==> src/rtl/lhp_queue.sv <==
// two-entry queue between the front end and the back end
`timescale 1ns / 1ps
`default_nettype none

module lhp_queue #(
   parameter int WIDTH = 75
) (
   input  wire              clock,
   input  wire              reset,
   input  wire              push_valid,
   input  wire  [WIDTH-1:0] push_data,
   output logic             full,
   output logic             pop_valid,
   input  wire              pop,
   output logic [WIDTH-1:0] pop_data
);

   logic [WIDTH-1:0] entry_ff [2];
   logic             wr_ptr_ff, rd_ptr_ff;
   logic [1:0]       count_ff;
   logic             do_push, do_pop;

   assign full      = (count_ff == 2'd2);
   assign pop_valid = (count_ff != 2'd0);
   assign pop_data  = entry_ff[rd_ptr_ff];
   assign do_push   = push_valid && !full;
   assign do_pop    = pop && pop_valid;

   always_ff @(posedge clock) begin
      if (reset) begin
         wr_ptr_ff <= 1'b0;
         rd_ptr_ff <= 1'b0;
         count_ff  <= 2'd0;
      end else begin
         if (do_push) wr_ptr_ff <= ~wr_ptr_ff;
         if (do_pop)  rd_ptr_ff <= ~rd_ptr_ff;
         if (do_push && !do_pop) begin
            count_ff <= count_ff + 2'd1;
         end else if (do_pop && !do_push) begin
            count_ff <= count_ff - 2'd1;
         end
      end
   end

   always_ff @(posedge clock) begin
      if (do_push) entry_ff[wr_ptr_ff] <= push_data;
   end

endmodule

`default_nettype wire

==> config.mk <==
export PLATFORM = sky130hd
export DESIGN_NAME = lhp_queue
export DESIGN_NICKNAME = d
export VERILOG_FILES = /design/src/rtl/lhp_queue.sv
export SDC_FILE = /design/constraint.sdc
export NUM_CORES = 1
export LEC_CHECK = 0
export ABC_CLOCK_PERIOD_IN_PS = 7200
export BUFFER_PORTS_ARGS = -buffer_cell sky130_fd_sc_hd__buf_4
export CAP_MARGIN = 20
export CORE_UTILIZATION = 48
export DETAILED_ROUTE_END_ITERATION = 10
export GPL_TIMING_DRIVEN = 0
export PLACE_DENSITY = 0.74
export REMOVE_ABC_BUFFERS = 1
export SKIP_CTS_REPAIR_TIMING = 1
export SLEW_MARGIN = 20
export SYNTH_ARGS = -nofsm -noshare
export SYNTH_HDL_FRONTEND = slang
export SYNTH_SLANG_ARGS = --single-unit
==> constraint.sdc <==
create_clock -name clock -period 7.2 [get_ports clock]
set_clock_uncertainty 0.15 [all_clocks]
set_input_delay 1.8 -clock clock [delete_from_list [all_inputs] [get_ports clock]]
set_output_delay 1.8 -clock clock [all_outputs]
set_load 0.02 [all_outputs]
Word-level counts from Yosys, hierarchy flattened --
Memories as Yosys holds them, arrays and structs flattened. A register that Yosys moved wholly into a read port is not among the register bits. Cells that the tools add are included. Widths: inputs -> output; s select.
Word-level totals: input bits 79, memories 1, word-level logic and storage cells 24, bits in writable memories 150, output and inout bits 77, bits in registers 4
Cells by class: mux-type cells 6, bitwise operators 2, add/subtract/negate cells 2, reduce and logical (&&, ||, !) cells 9, equality and inequality tests 1
Memories:
- entry_ff | depth 2, width 75, rd ports 1, clocked after memory_dff 1, write ports 1, RTL line 18 | logic [WIDTH-1:0] entry_ff [2];
Operator list (count):
- $logic_and 1x1->1 | 4
- $mux 1 | 4
- $mux 2 | 2
- $reduce_bool 2->1 | 2
- $logic_not 1->1 | 3
- $add 2x1->2 const B | 1
- $eq 2x2->1 const B | 1
- $not 1->1 | 2
- $sub 2x1->2 const B | 1

Longest topological paths before layout --
word-level depth 7, gate-level depth with buffers 6, gate-level depth less buffers 6

Worst setup path before layout --
OpenSTA, ideal clock, no wires.
path type input-to-reg, from input push_valid, to memory entry_ff[1][0] (enable), required time 6608 ps, path buffers 0, library setup time 442 ps, arrival time 3738 ps, setup slack 2870 ps, stages on the path 3, cell sequence inv_1 nor2_1 and2_1
On the way: longest elaborated chain between the ends 3
Ends and longest elaborated chain:
- from (decl) | RTL line 10 | input wire push_valid,
- $logic_and 1x1->1 | RTL line 26 | assign do_push = push_valid && !full;
- $mux 1 | RTL line 46 | if (do_push) entry_ff[wr_ptr_ff] <= push_data;
- $mux 1 (implied by the code) | RTL line 46
- to (decl) | RTL line 18
Every way passes these cells.

==> tab_implementation.tex <==
\begin{tabular}{lr}
\hline
Metric & Value \\
\hline
\multicolumn{2}{l}{\textbf{Floorplan}} \\
Y dimension of the die & 110 microns \\
Num ports & 156 \\
Initial Util & 49.4\% \\
Std cell rows & 39 \\
Placeable core area & 0.0114 sq mm \\
Width of the die & 110 microns \\
Die area & 0.0122 sq mm \\
\multicolumn{2}{l}{\textbf{Logic synthesis}} \\
Share of the synthesized area in the top cell type & 79.8\% \\
Mean cell area of the mapped netlist & 21.9 sq um \\
Commonest cells in the netlist & 150 x edfxtp\_1, 75 x mux2\_2, 5 x buf\_6, 5 x dfxtp\_1, 4 x nor2\_1 \\
Count of unique library cells instantiated by Yosys & 16 \\
Area leader, netlist & edfxtp\_1 \\
Primary flip-flop cell chosen by synthesis mapping & edfxtp\_1 \\
Yosys reg bits & 155 \\
Asr flop ratio synth & 0\% \\
Warnings, synthesis & 0 \\
Share of the yosys chip area belonging to registers & 81.6\% \\
Area contributors post-synth & edfxtp\_1 80\%, mux2\_2 15\%, dfxtp\_1 1.8\%, buf\_6 1.0\%, xor2\_1 0.47\% \\
Most numerous cell in the Yosys netlist & edfxtp\_1 \\
Area of the mapped netlist & 0.00564 sq mm \\
Number of enable flip-flop cells after synthesis & 150 \\
Gate count after technology mapping & 258 \\
\multicolumn{2}{l}{\textbf{Detailed routing}} \\
Length of the first detailed-routing pass in iterations & 4 \\
Detailed Route WL & 9590 microns \\
WL met3 & 650 microns \\
Uppermost metal layer occupied by signal nets & met4 \\
Iteration-0 DRC Markers & 111 \\
Vias & 2881 \\
Post-detailed-route via-to-cell ratio & 4.94 \\
Met1 layer wirelength in the final routing & 3800 microns \\
Post-detailed-route count of antenna-violating nets & 0 \\
Met2 Routed Length & 5000 microns \\
Total DRC errors in the routed layout & 0 \\
Detailed-route wire length per cell & 16.5 microns \\
\multicolumn{2}{l}{\textbf{Layout}} \\
Number of antenna cells inserted & 0 \\
Layout overhead on the synthesized area & 33.7\% \\
Non-Filler Instances & 583 \\
Fillers & 809 \\
Layout net count & 507 \\
Ratio of cells with drive above 1 in the final layout & 61.4\% \\
\multicolumn{2}{l}{\textbf{Timing}} \\
Relative slew slack & 59.3\% \\
Final-report max-slew violation count & 0 \\
Total of endpoints with negative setup slack in the final report & 0 \\
Highest Clock Rate & 255 MHz \\
Total Neg Setup Slack & 0 ps \\
Final cycle utilization of the critical path & 54.5\% \\
Slew @ Worst Pin & 611 ps \\
RSZ-0062 raised after global routing & no \\
Crit path time final & 3930 ps \\
Total count of hold-check failures in the final report & 0 \\
\multicolumn{2}{l}{\textbf{Critical path}} \\
Count of cells along the worst register-to-register path & 4 \\
Type of element capturing the critical path & output port \\
Slowest library cell on the worst path & dfxtp\_4 \\
Peak per-stage delay on the critical path & 740 ps \\
Critical path data arrival time & 1980 ps \\
Cells along the critical path & buf\_12, mux2\_2, buf\_4 \\
Type of the setup path with the least slack & register to output port \\
Required time of the worst setup path & 5250 ps \\
Type of origin of the critical path & register \\
Critical Path Fanout Max & 43 \\
\multicolumn{2}{l}{\textbf{Placement}} \\
Count of input and output buffers & 155 \\
Placed cells & 551 \\
Detail Placement HPWL & 5960 microns \\
Weighted congestion at the end of routability-driven global placement & 0.705 \\
\multicolumn{2}{l}{\textbf{Clock tree}} \\
Number of clock buffers inserted by TritonCTS & 17 \\
Total number of clock tree sinks & 155 \\
Insertion delay to the later sink of the worst-skew pair & 410 ps \\
Maximum clock insertion buffer count & 2 \\
Clock transition at the registers of the reported paths & 60 ps \\
Buffer cell driving the clock tree root & clkbuf\_16 \\
H-tree depth & 4 \\
Clock tree from TritonCTS & built \\
\multicolumn{2}{l}{\textbf{Global route}} \\
Largest net degree at the start of global routing & 44 \\
Via count of the first global-routing pass & 3121 \\
First-pass GRT wire length & 15400 microns \\
Tot GR Track Use & 16.5\% \\
Global route overflow & 0 \\
Initial antenna violation count & 0 \\
\multicolumn{2}{l}{\textbf{Status}} \\
Status & complete, no violations \\
\multicolumn{2}{l}{\textbf{Hold path}} \\
Hold crit path type & register to register \\
Min-Delay Path Depth & 2 \\
\multicolumn{2}{l}{\textbf{Power}} \\
Part of the power in registers & 42.6\% \\
Worst ir drop on vdd & 0.000234 V \\
Pwr dens & 373 mW/mm\^{}2 \\
Fraction of power spent switching nets & 29.3\% \\
Total net switching power & 823 uW \\
Share of power burned in the clock network & 29.8\% \\
Combinational cell fraction of total power & 27.6\% \\
Leakage & 0.00282 uW \\
Cell-internal power & 1990 uW \\
\multicolumn{2}{l}{\textbf{Job}} \\
Maximum Capacitance Violations & 0 \\
\hline
\end{tabular}
## state kept, by name, summed over array words and instances, names as in the netlist, named ones only
signal,count
entry_ff,150
rd_ptr_ff,1
wr_ptr_ff,1
count_ff,2
## logic make-up (layout without fill, tap and decap cells)
kind of cell | count (synthesis) | after routing | synth area share, %
fa+ha+maj | 1 | 1 | 0.222
simple gates | 9 | 9 | 0.865
compound gates | 5 | 5 | 0.443
flops | 155 | 155 | 81.6
buf+inv | 10 | 192 | 1.44
mux | 75 | 75 | 15.0
xor+xnor | 3 | 3 | 0.466
## critical path, delay by kind of cell, from the launching register on
kind	cells	cell delay, ps
DFF	1	740
buffers and inverters	2	450
muxes	1	370
## worst paths after layout
path,startpoint,endpoint,slack (ps)
setup / recovery,register,pop_data[60],3270
hold / removal,wr_ptr_ff,wr_ptr_ff,350
setup reg to reg,count_ff[0],entry_ff[0][22],5120
hold reg to reg,wr_ptr_ff,wr_ptr_ff,350
## area by class of cell
type                       instances  area, sq um  share of cell area, %
clock inverter                    15          136                   1.81
sequential                       155         4610                   61.1
inverter                           2         10.0                  0.133
multi-input combinational         93          960                   12.7
timing repair buffer             158         1220                   16.2
tap                              143          179                   2.37
clock buffer                      17          425                   5.64
## metal layers
metal	vias up	track usage (%)
met1	1410	19.3
met5	-	0
met3	10	5.82
met2	103	27.2
met4	0	7.64
li1	1358	-
## power groups by stage
stage               Sequential (uW)  Clock (uW)  Combinational (uW)
floorplan                      1220           0                 451
finish                         1200         838                 775
global placement               1250           0                 751
global route                   1210         887                 820
detailed placement             1220           0                 780
CTS                            1200         855                 786
## placed cells by master (no fill, tap or decap), drive strengths merged, types with 2 or more instances in the layout
cell,netlist,final
buf,8,158
edfxtp,150,150
mux2,75,75
clkbuf,0,17
inv,2,8
dfxtp,5,5
nor2,4,4
clkinvlp,0,4
clkinv,0,4
o21ai,3,3
xor2,3,3
or3,2,2
a21oi,2,2
## metrics by stage
step / utilization [%] / hold WS (ps) / area (sq um) / worst slack (ps) / total power, uW
after floorplan: - / 302 / 5570 / 2850 / 1670
after global placement: 60.5 / 318 / 6910 / 1770 / 2000
after detailed placement: 61.1 / 328 / 6980 / 3620 / 2000
after CTS: 66.1 / 337 / 7540 / 3210 / 2840
after global routing: 66.1 / 361 / 7540 / 3130 / 2920
final: 66.1 / 354 / 7540 / 3270 / 2810
(Power assumes the default switching activity.)
