<file path="config.mk">
export PLATFORM = sky130hd
export DESIGN_NAME = lhp_front
export DESIGN_NICKNAME = d
export VERILOG_FILES = /design/src/rtl/lhp_pkg.sv /design/src/rtl/lhp_front.sv
export SDC_FILE = /design/constraint.sdc
export NUM_CORES = 1
export LEC_CHECK = 0
export BUFFER_PORTS_ARGS = -buffer_cell sky130_fd_sc_hd__buf_2
export CAP_MARGIN = 20
export CORE_AREA = 3 3 187 189
export CTS_BUF_LIST = sky130_fd_sc_hd__clkbuf_4 sky130_fd_sc_hd__clkbuf_8
export DETAILED_ROUTE_END_ITERATION = 12
export DIE_AREA = 0 0 190 192
export GPL_ROUTABILITY_DRIVEN = 0
export PLACE_DENSITY_LB_ADDON = 0.12
export REMOVE_ABC_BUFFERS = 1
export SYNTH_ARGS = -nofsm -noshare
export SYNTH_HDL_FRONTEND = slang
export SYNTH_SLANG_ARGS = --single-unit
</file>
<file path="constraint.sdc">
create_clock -name clock -period 12.6 [get_ports clock]
set_input_delay 3.78 -clock clock [delete_from_list [all_inputs] [get_ports clock]]
set_output_delay 3.78 -clock clock [all_outputs]
set_load 0.01 [all_outputs]
</file>
<file path="src/rtl/lhp_pkg.sv">
// shared types, constants and bucket bound table for the latency histogram
`timescale 1ns / 1ps
`default_nettype none

package lhp_pkg;

   localparam int NUM_BUCKETS = 155;
   localparam int NUM_FINITE  = 153;
   localparam int BOUND_WIDTH = 34;
   localparam int IDX_WIDTH   = 8;
   localparam int FRAC_WIDTH  = 17;
   localparam int EXP_WIDTH   = 4;
   localparam int OP_WIDTH    = 2;
   localparam int SUM_WIDTH   = 64;
   localparam int DIV_STEPS   = 30;
   localparam int STEP_WIDTH  = 5;
   localparam int CSR_AWIDTH  = 3;
   localparam int CSR_DWIDTH  = 32;

   localparam logic [FRAC_WIDTH-1:0] FRAC_ONE  = 17'h10000;
   localparam logic                  CSR_SCALE = 1'b0;

   typedef enum logic [OP_WIDTH-1:0] {
      OP_ADD   = 2'd0,
      OP_CLEAR = 2'd1,
      OP_QUERY = 2'd2,
      OP_NONE  = 2'd3
   } opcode_type;

   typedef enum logic [1:0] {
      F_IDLE,
      F_SCALE,
      F_SEARCH,
      F_PUSH
   } front_state_type;

   typedef enum logic [2:0] {
      B_IDLE,
      B_ADD,
      B_THR,
      B_RD,
      B_CHK,
      B_DIV,
      B_FIN,
      B_EMIT
   } back_state_type;

   // bounds 1..9, then per decade the mantissas 1.0 .. 9.0
   function automatic logic [BOUND_WIDTH-1:0] bound_at(input logic [IDX_WIDTH-1:0] i);
      logic [IDX_WIDTH-1:0]   j;
      logic [BOUND_WIDTH-1:0] m;
      logic [BOUND_WIDTH-1:0] p;
      j = i - 8'd9;
      unique case (j[3:0])
         4'd0:    m = 34'd10;
         4'd1:    m = 34'd12;
         4'd2:    m = 34'd14;
         4'd3:    m = 34'd16;
         4'd4:    m = 34'd18;
         4'd5:    m = 34'd20;
         4'd6:    m = 34'd25;
         4'd7:    m = 34'd30;
         4'd8:    m = 34'd35;
         4'd9:    m = 34'd40;
         4'd10:   m = 34'd45;
         4'd11:   m = 34'd50;
         4'd12:   m = 34'd60;
         4'd13:   m = 34'd70;
         4'd14:   m = 34'd80;
         default: m = 34'd90;
      endcase
      unique case (j[7:4])
         4'd0:    p = 34'd1;
         4'd1:    p = 34'd10;
         4'd2:    p = 34'd100;
         4'd3:    p = 34'd1000;
         4'd4:    p = 34'd10000;
         4'd5:    p = 34'd100000;
         4'd6:    p = 34'd1000000;
         4'd7:    p = 34'd10000000;
         4'd8:    p = 34'd100000000;
         default: p = 34'd0;
      endcase
      if (i < 8'd9) begin
         bound_at = BOUND_WIDTH'(i) + 34'd1;
      end else begin
         bound_at = m * p;
      end
   endfunction

endpackage

`default_nettype wire

</file>
<file path="src/rtl/lhp_front.sv">
// front end: takes items, scales add samples and finds their bucket
`timescale 1ns / 1ps
`default_nettype none

module lhp_front #(
   parameter int VALUE_WIDTH = 48
) (
   input  wire                             clock,
   input  wire                             reset,
   input  wire                             req_valid,
   output logic                            req_ready,
   input  wire  [lhp_pkg::OP_WIDTH-1:0]    req_opcode,
   input  wire  [31:0]                     req_sample,
   input  wire  [lhp_pkg::FRAC_WIDTH-1:0]  req_percentile_fraction,
   input  wire  [lhp_pkg::EXP_WIDTH-1:0]   scale_exponent,
   input  wire                             push_full,
   output logic                            push_valid,
   output logic [lhp_pkg::OP_WIDTH-1:0]    push_op,
   output logic [lhp_pkg::IDX_WIDTH-1:0]   push_idx,
   output logic [lhp_pkg::FRAC_WIDTH-1:0]  push_frac,
   output logic [VALUE_WIDTH-1:0]          push_value
);
   import lhp_pkg::*;

   localparam logic [VALUE_WIDTH-1:0] VMAX       = '1;
   localparam logic [VALUE_WIDTH-1:0] VMAX_TENTH = VMAX / 10;

   front_state_type         state_ff, state_in;
   opcode_type              op_ff;
   logic [VALUE_WIDTH-1:0]  value_ff;
   logic [FRAC_WIDTH-1:0]   frac_ff;
   logic [EXP_WIDTH-1:0]    exp_ff;
   logic [IDX_WIDTH-1:0]    lo_ff, hi_ff;

   logic [IDX_WIDTH:0]      mid_sum;
   logic [IDX_WIDTH-1:0]    mid;
   logic                    below;
   logic [VALUE_WIDTH-1:0]  times10;

   assign mid_sum = {1'b0, lo_ff} + {1'b0, hi_ff};
   assign mid     = mid_sum[IDX_WIDTH:1];
   assign below   = VALUE_WIDTH'(bound_at(mid)) < value_ff;
   assign times10 = (value_ff << 3) + (value_ff << 1);

   always_comb begin
      state_in = state_ff;
      unique case (state_ff)
         F_IDLE: begin
            if (req_valid) begin
               state_in = (opcode_type'(req_opcode) == OP_ADD) ? F_SCALE : F_PUSH;
            end
         end
         F_SCALE: begin
            if (exp_ff == '0) state_in = F_SEARCH;
         end
         F_SEARCH: begin
            if (lo_ff == hi_ff) state_in = F_PUSH;
         end
         F_PUSH: begin
            if (!push_full) state_in = F_IDLE;
         end
         default: state_in = F_IDLE;
      endcase
   end

   always_comb begin
      req_ready  = (state_ff == F_IDLE);
      push_valid = (state_ff == F_PUSH);
      push_op    = op_ff;
      push_idx   = lo_ff;
      push_frac  = frac_ff;
      push_value = value_ff;
   end

   always_ff @(posedge clock) begin
      if (reset) begin
         state_ff <= F_IDLE;
      end else begin
         state_ff <= state_in;
      end
   end

   always_ff @(posedge clock) begin
      case (state_ff)
         F_IDLE: begin
            op_ff    <= opcode_type'(req_opcode);
            value_ff <= VALUE_WIDTH'(req_sample);
            frac_ff  <= req_percentile_fraction;
            exp_ff   <= scale_exponent;
            lo_ff    <= '0;
            hi_ff    <= IDX_WIDTH'(NUM_FINITE);
         end
         F_SCALE: begin
            // multiply by ten once a cycle, pinning at full scale
            if (exp_ff != '0) begin
               value_ff <= (value_ff > VMAX_TENTH) ? VMAX : times10;
               exp_ff   <= exp_ff - 1'b1;
            end
         end
         F_SEARCH: begin
            if (lo_ff != hi_ff) begin
               if (below) begin
                  lo_ff <= mid + 1'b1;
               end else begin
                  hi_ff <= mid;
               end
            end
         end
         default: begin
         end
      endcase
   end

endmodule

`default_nettype wire

</file>
== Word level (Yosys, flattened, before mapping) ==
Memory sizes are Yosys's and may differ from the RTL's.
Cells that the tools add are included.

* Add/sub/neg operators: 6
* Multipliers: 1
* Order comparisons: 3
* Eq/ne operators: 13
* Muxes and demuxes: 18
* Reduce and logical (&&, ||, !) cells: 10

{| class="wikitable"
|+ Operators with widths
! kind !! number
|-
| $mux 48 || 2
|-
| $pmux 48 s2 || 1
|-
| $add 48x48->48 || 1
|-
| $gt 48x45->1 const B || 1
|-
| $lt 34x48->1 || 1
|-
| $mul 34x34->34 || 1
|-
| $mux 34 || 1
|-
| $mux 8 || 4
|-
| $pmux 8 s2 || 2
|-
| $ne 2x2->1 const B || 8
|-
| $mux 2 || 5
|-
| $add 8x1->9 const B || 1
|-
| $add 8x8->9 || 1
|-
| $add 8x1->8 const B || 1
|-
| $eq 8x8->1 || 1
|-
| $lt 8x4->1 const B || 1
|-
| $ne 8x8->1 || 1
|-
| $pmux 2 s4 || 1
|-
| $pmux 4 s2 || 1
|-
| $sub 8x4->8 const B || 1
|-
| $reduce_and 3->1 || 2
|-
| $eq 2x2->1 const B || 2
|-
| $logic_not 2->1 || 2
|-
| $logic_not 4->1 || 1
|-
| 7 further kinds || 8
|}

* Register bits: 89
* ROM bits: 512
* Output and inout bits: 77
* Word-level logic and storage cells: 60
* Memories: 2

{| class="wikitable"
|+ Memory list
! memory !! words !! width !! read ports !! clocked after memory_dff !! wr ports !! line !! text
|-
| (name not given) || 16 || 25 || 1 || 0 || 0 || lhp_pkg.sv:72 || <nowiki>unique case (j[7:4])</nowiki>
|-
| (name not given) || 16 || 7 || 1 || 0 || 0 || lhp_pkg.sv:54 || <nowiki>unique case (j[3:0])</nowiki>
|}

== Logic depth before layout (Yosys ltp) ==
An unclocked memory read counts as a cell.

* Depth after elaboration: 9
* Gate-level depth with buffers: 50
* Depth with buffers taken out: 49

== Worst setup path after synthesis ==
Ideal clock, no wire load.

* Path type: flip-flop to flip-flop
* Start: register lo_ff[0], in the netlist push_idx[0]
* End: register lo_ff[0], in the netlist push_idx[0], enable pin
* Library setup time: 387 ps
* Arrival time: 10802 ps
* Required time: 12213 ps
* Slack: 1412 ps
* Cell stages (with the launch flop): 48
* Buffers on the path: 1
* Clock period less this slack: 11188 ps
* Cells stage by stage: edfxtp_1 -> ha_1 -> fa_1 -> xor2_1 -> clkbuf_1 -> inv_1 -> ha_1 -> inv_1 -> o21a_1 -> xnor2_1 -> inv_1 -> ha_1 -> o21ai_2 -> nand2_2 -> a21oi_4 -> nor2_1 -> fa_1 -> fa_1 -> [12 not listed] -> a21o_1 -> a21oi_1 -> o21ai_0 -> o211ai_1 -> and2_1 -> o21bai_1 -> a21oi_1 -> xnor2_1 -> nor2_1 -> ha_1 -> a21o_1 -> a21oi_1 -> nor2b_1 -> o21ai_0 -> nand2b_1 -> a21oi_1 -> o221ai_1 -> o31ai_1

* Longest elaborated chain between the ends: 8

{| class="wikitable"
|+ Ends and longest elaborated chain
! item !! line !! text
|-
| start: declaration || lhp_front.sv:33 || <nowiki>logic [IDX_WIDTH-1:0] lo_ff, hi_ff;</nowiki>
|-
| start signal: assignment || lhp_front.sv:103 || <nowiki>lo_ff <= mid + 1'b1;</nowiki>
|-
| $add 8x8->9 (*) || lhp_front.sv:40 || <nowiki>assign mid_sum = {1'b0, lo_ff} + {1'b0, hi_ff};</nowiki>
|-
| via mid_sum[2] || lhp_front.sv:35 || <nowiki>logic [IDX_WIDTH:0] mid_sum;</nowiki>
|-
| $sub 8x4->8 || lhp_pkg.sv:53 || <nowiki>j = i - 8'd9;</nowiki>
|-
| $mem_v2 16x7 / $mem_v2 16x25 (equally long branches) || n/a ||
|-
| $mul 34x34->34 || lhp_pkg.sv:87 || <nowiki>bound_at = m * p;</nowiki>
|-
| $mux 34 (*) || lhp_pkg.sv:84 || <nowiki>if (i < 8'd9) begin</nowiki>
|-
| $lt 34x48->1 (*) || lhp_front.sv:42 || <nowiki>assign below = VALUE_WIDTH'(bound_at(mid)) < value_ff;</nowiki>
|-
| $ne 2x2->1 (no line) (*) || n/a ||
|-
| $reduce_and 3->1 (no line) (*) || n/a ||
|}

The timed path passes the listed nets; every way through them passes the cells marked *.
A chain may end at the register's enable or synchronous reset.

== Worst setup path after layout ==
* Start: register lo_ff[0], in the netlist push_idx[0]
* End: register lo_ff[3], in the netlist push_idx[3], enable pin

The elaborated chain is that of the path after synthesis.

==> qor.yml <==
track_usage_pct: 23.05
drtAntennaViolNets: 0
final_cell_mix: "301 x ha_1, 280 x inv_1, 176 x nor2_1"
ys_warn_count: 0
setup_violations: 0
dp_hpwl_um: 34310
cts_tree: "done"
finalCriticalPeriod_ns: 11.81
setup_ws_ns: 0.7914
syn_area_per_cell_um2: 8.819
yosysSeqAreaShare_pct: 17.02
synth-edff-count: 87
insertion_delay_ns: 0.39
ys_seq_elements: 89
async_flop_share_pct: 0
die_x_um: 190
critPathLaunch: "push_idx[0]"
drt-initial-drc-count: 609
grt_overflow: 0
portBuffers: 135
dr_wl_met3_um: 2035
cts-htree-levels: 3
cts_max_path_buffers: 2
worst-slew-pin-transition_ns: 0.8445
post_cts_resized: 0
routedWlPerCell_um: 17.46
dieArea_mm2: 0.03648
dp_slack_ns: 0.3714
rows: 67
vias: 12850
core_mm2: 0.03345
worstPathArrival_ns: 11.91
cp-start-kind: "register"
fin_crit_sh_pct: 93.72
rsz0062_at_grt: "no"
status: "finished clean"
cts_sinks: 89
fmax_ghz: 0.08468
crit_required_ns: 12.70
timing.rr.start: "push_idx[0]"
antenna_cells: 0
ys.flop_type: "edfxtp_1"
top_layer_used: "met4"
hold_class: "reg2reg"
crit_path_max_fanout: 10
wl_um: 41080
min_from: "state_ff[1]"
synth_cell_types: 88
hold_ws_ns: 0.5177
postCtsHoldBufs: 0
synth_area_mm2: 0.01558
die_h_um: 192
fillCellCount: 3207
critPathKind: "reg2reg"
cap_violations: 0
cts_setup_buffers: 0
tns_ns: 0
drive_above_1_share_pct: 12.23
drc: 0
synthCells: 1767
grt_pass1_vias: 13250
skew_ns: 0.02124
worstSetupEndpointType: "register"
crit_path_top_delay_cell: "fa_1"
grt_max_degree: 53
nets: 2374
start_util_pct: 46.59
wl_met1_um: 18510
cts_root_buffer: "clkbuf_8"
hold_violations: 0
max_stage_delay_ns: 0.55
antenna_found_initial: 0
cts_buffers: 9
clk_pin_slew_worst_paths_ns: 0.09
final_common_cell: "ha_1"
drv_slew: 0
met2_length_um: 19500
grt_pass1_wl_um: 67980
viasPerCell: 5.460
firstDrtPassIters: 5
area_growth_pct: 9.539
ios: 136
max_slew_margin_pct: 43.10
==> metal layers <==
layer / track usage (%) / vias to the layer above
met1: 29.93 / 6075
met4: 5.516 / 0
li1: - / 6374
met5: 0 / -
met3: 4.015 / 73
met2: 40.01 / 326
==> per-stage QoR <==
| stage | util [%] | std cells | cell area, um2 |
|---|---|---|---|
| 2_1_floorplan | - | 1730 | 15410 |
| 3_3_place_gp | 50.38 | 2336 | 16850 |
| 3_5_place_dp | 50.38 | 2336 | 16850 |
| 4_1_cts | 50.88 | 2351 | 17020 |
| 5_1_grt | 51.03 | 2353 | 17070 |
| 6_report | 51.03 | 2353 | 17070 |
==> cell usage after synthesis, types with 10 or more instances <==
cell type | number | area (um2)
ha_1 | 302 | 3779
inv_1 | 280 | 1051
nor2_1 | 176 | 660.6
fa_1 | 112 | 2242
nand2_1 | 106 | 397.9
a21oi_1 | 105 | 525.5
edfxtp_1 | 87 | 2613
a21o_1 | 56 | 420.4
o21ai_0 | 48 | 240.2
xnor2_1 | 47 | 411.6
nor3_1 | 34 | 170.2
xor2_1 | 30 | 262.8
nand2b_1 | 26 | 162.7
clkbuf_1 | 24 | 90.09
a31oi_1 | 23 | 143.9
nand4_1 | 22 | 137.6
and2_1 | 19 | 118.9
nand3_1 | 16 | 80.08
nor2b_1 | 15 | 93.84
a211oi_1 | 14 | 105.1
a21boi_0 | 14 | 105.1
o22a_1 | 14 | 122.6
o21a_1 | 13 | 97.59
and3_1 | 11 | 68.82
o21bai_1 | 10 | 75.07
o31ai_1 | 10 | 75.07
==> cell families after synthesis <==
group                      after synthesis  synth area share (%)
and+or+nand+nor                        484                 15.05
buffers and inverters                  321                 7.925
DFF                                     89                 17.02
muxes                                    7                0.4657
AOI/OAI and AO/OA                      373                 16.29
adders and majority gates              414                 38.64
xor gates and xnor gates                79                 4.609
==> final cells by class <==
class | instances | area (um2) | area share, %
clock buffers | 12 | 146.4 | 0.8576
repair buffers | 160 | 878.3 | 5.146
well taps | 448 | 560.5 | 3.284
multi-input cells | 1357 | 11740 | 68.80
flip-flops and latches | 89 | 2653 | 15.54
inverters | 284 | 1066 | 6.245
clock inverters | 3 | 21.27 | 0.1246
==> registers in the layout, summed over array words and instances, names as in the netlist <==
signal      cells
push_op         2
exp_ff          4
hi_ff           8
push_value     48
state_ff        2
push_idx        8
push_frac      17
==> path summary, 6_finish.rpt <==
kind	end	slack, ns	cells past startpoint
min	state_ff[1]	0.52	2
max reg2reg	push_idx[3]	0.79	44
max	push_idx[3]	0.79	44
min reg2reg	state_ff[1]	0.52	2
==> critical path, delay by kind of cell, from the launching register on <==
family	cells	cell delay (ns)
xor gates and xnor gates	1	0.24
and+or+nand+nor	8	1.51
AOI/OAI and AO/OA	13	3.00
DFF	1	0.42
buffers and inverters	9	1.11
adders and majority gates	13	5.25
Power is left out: the tool's default activity adds up to more than one toggle a clock period on the data nets, which glitch-free logic cannot reach.
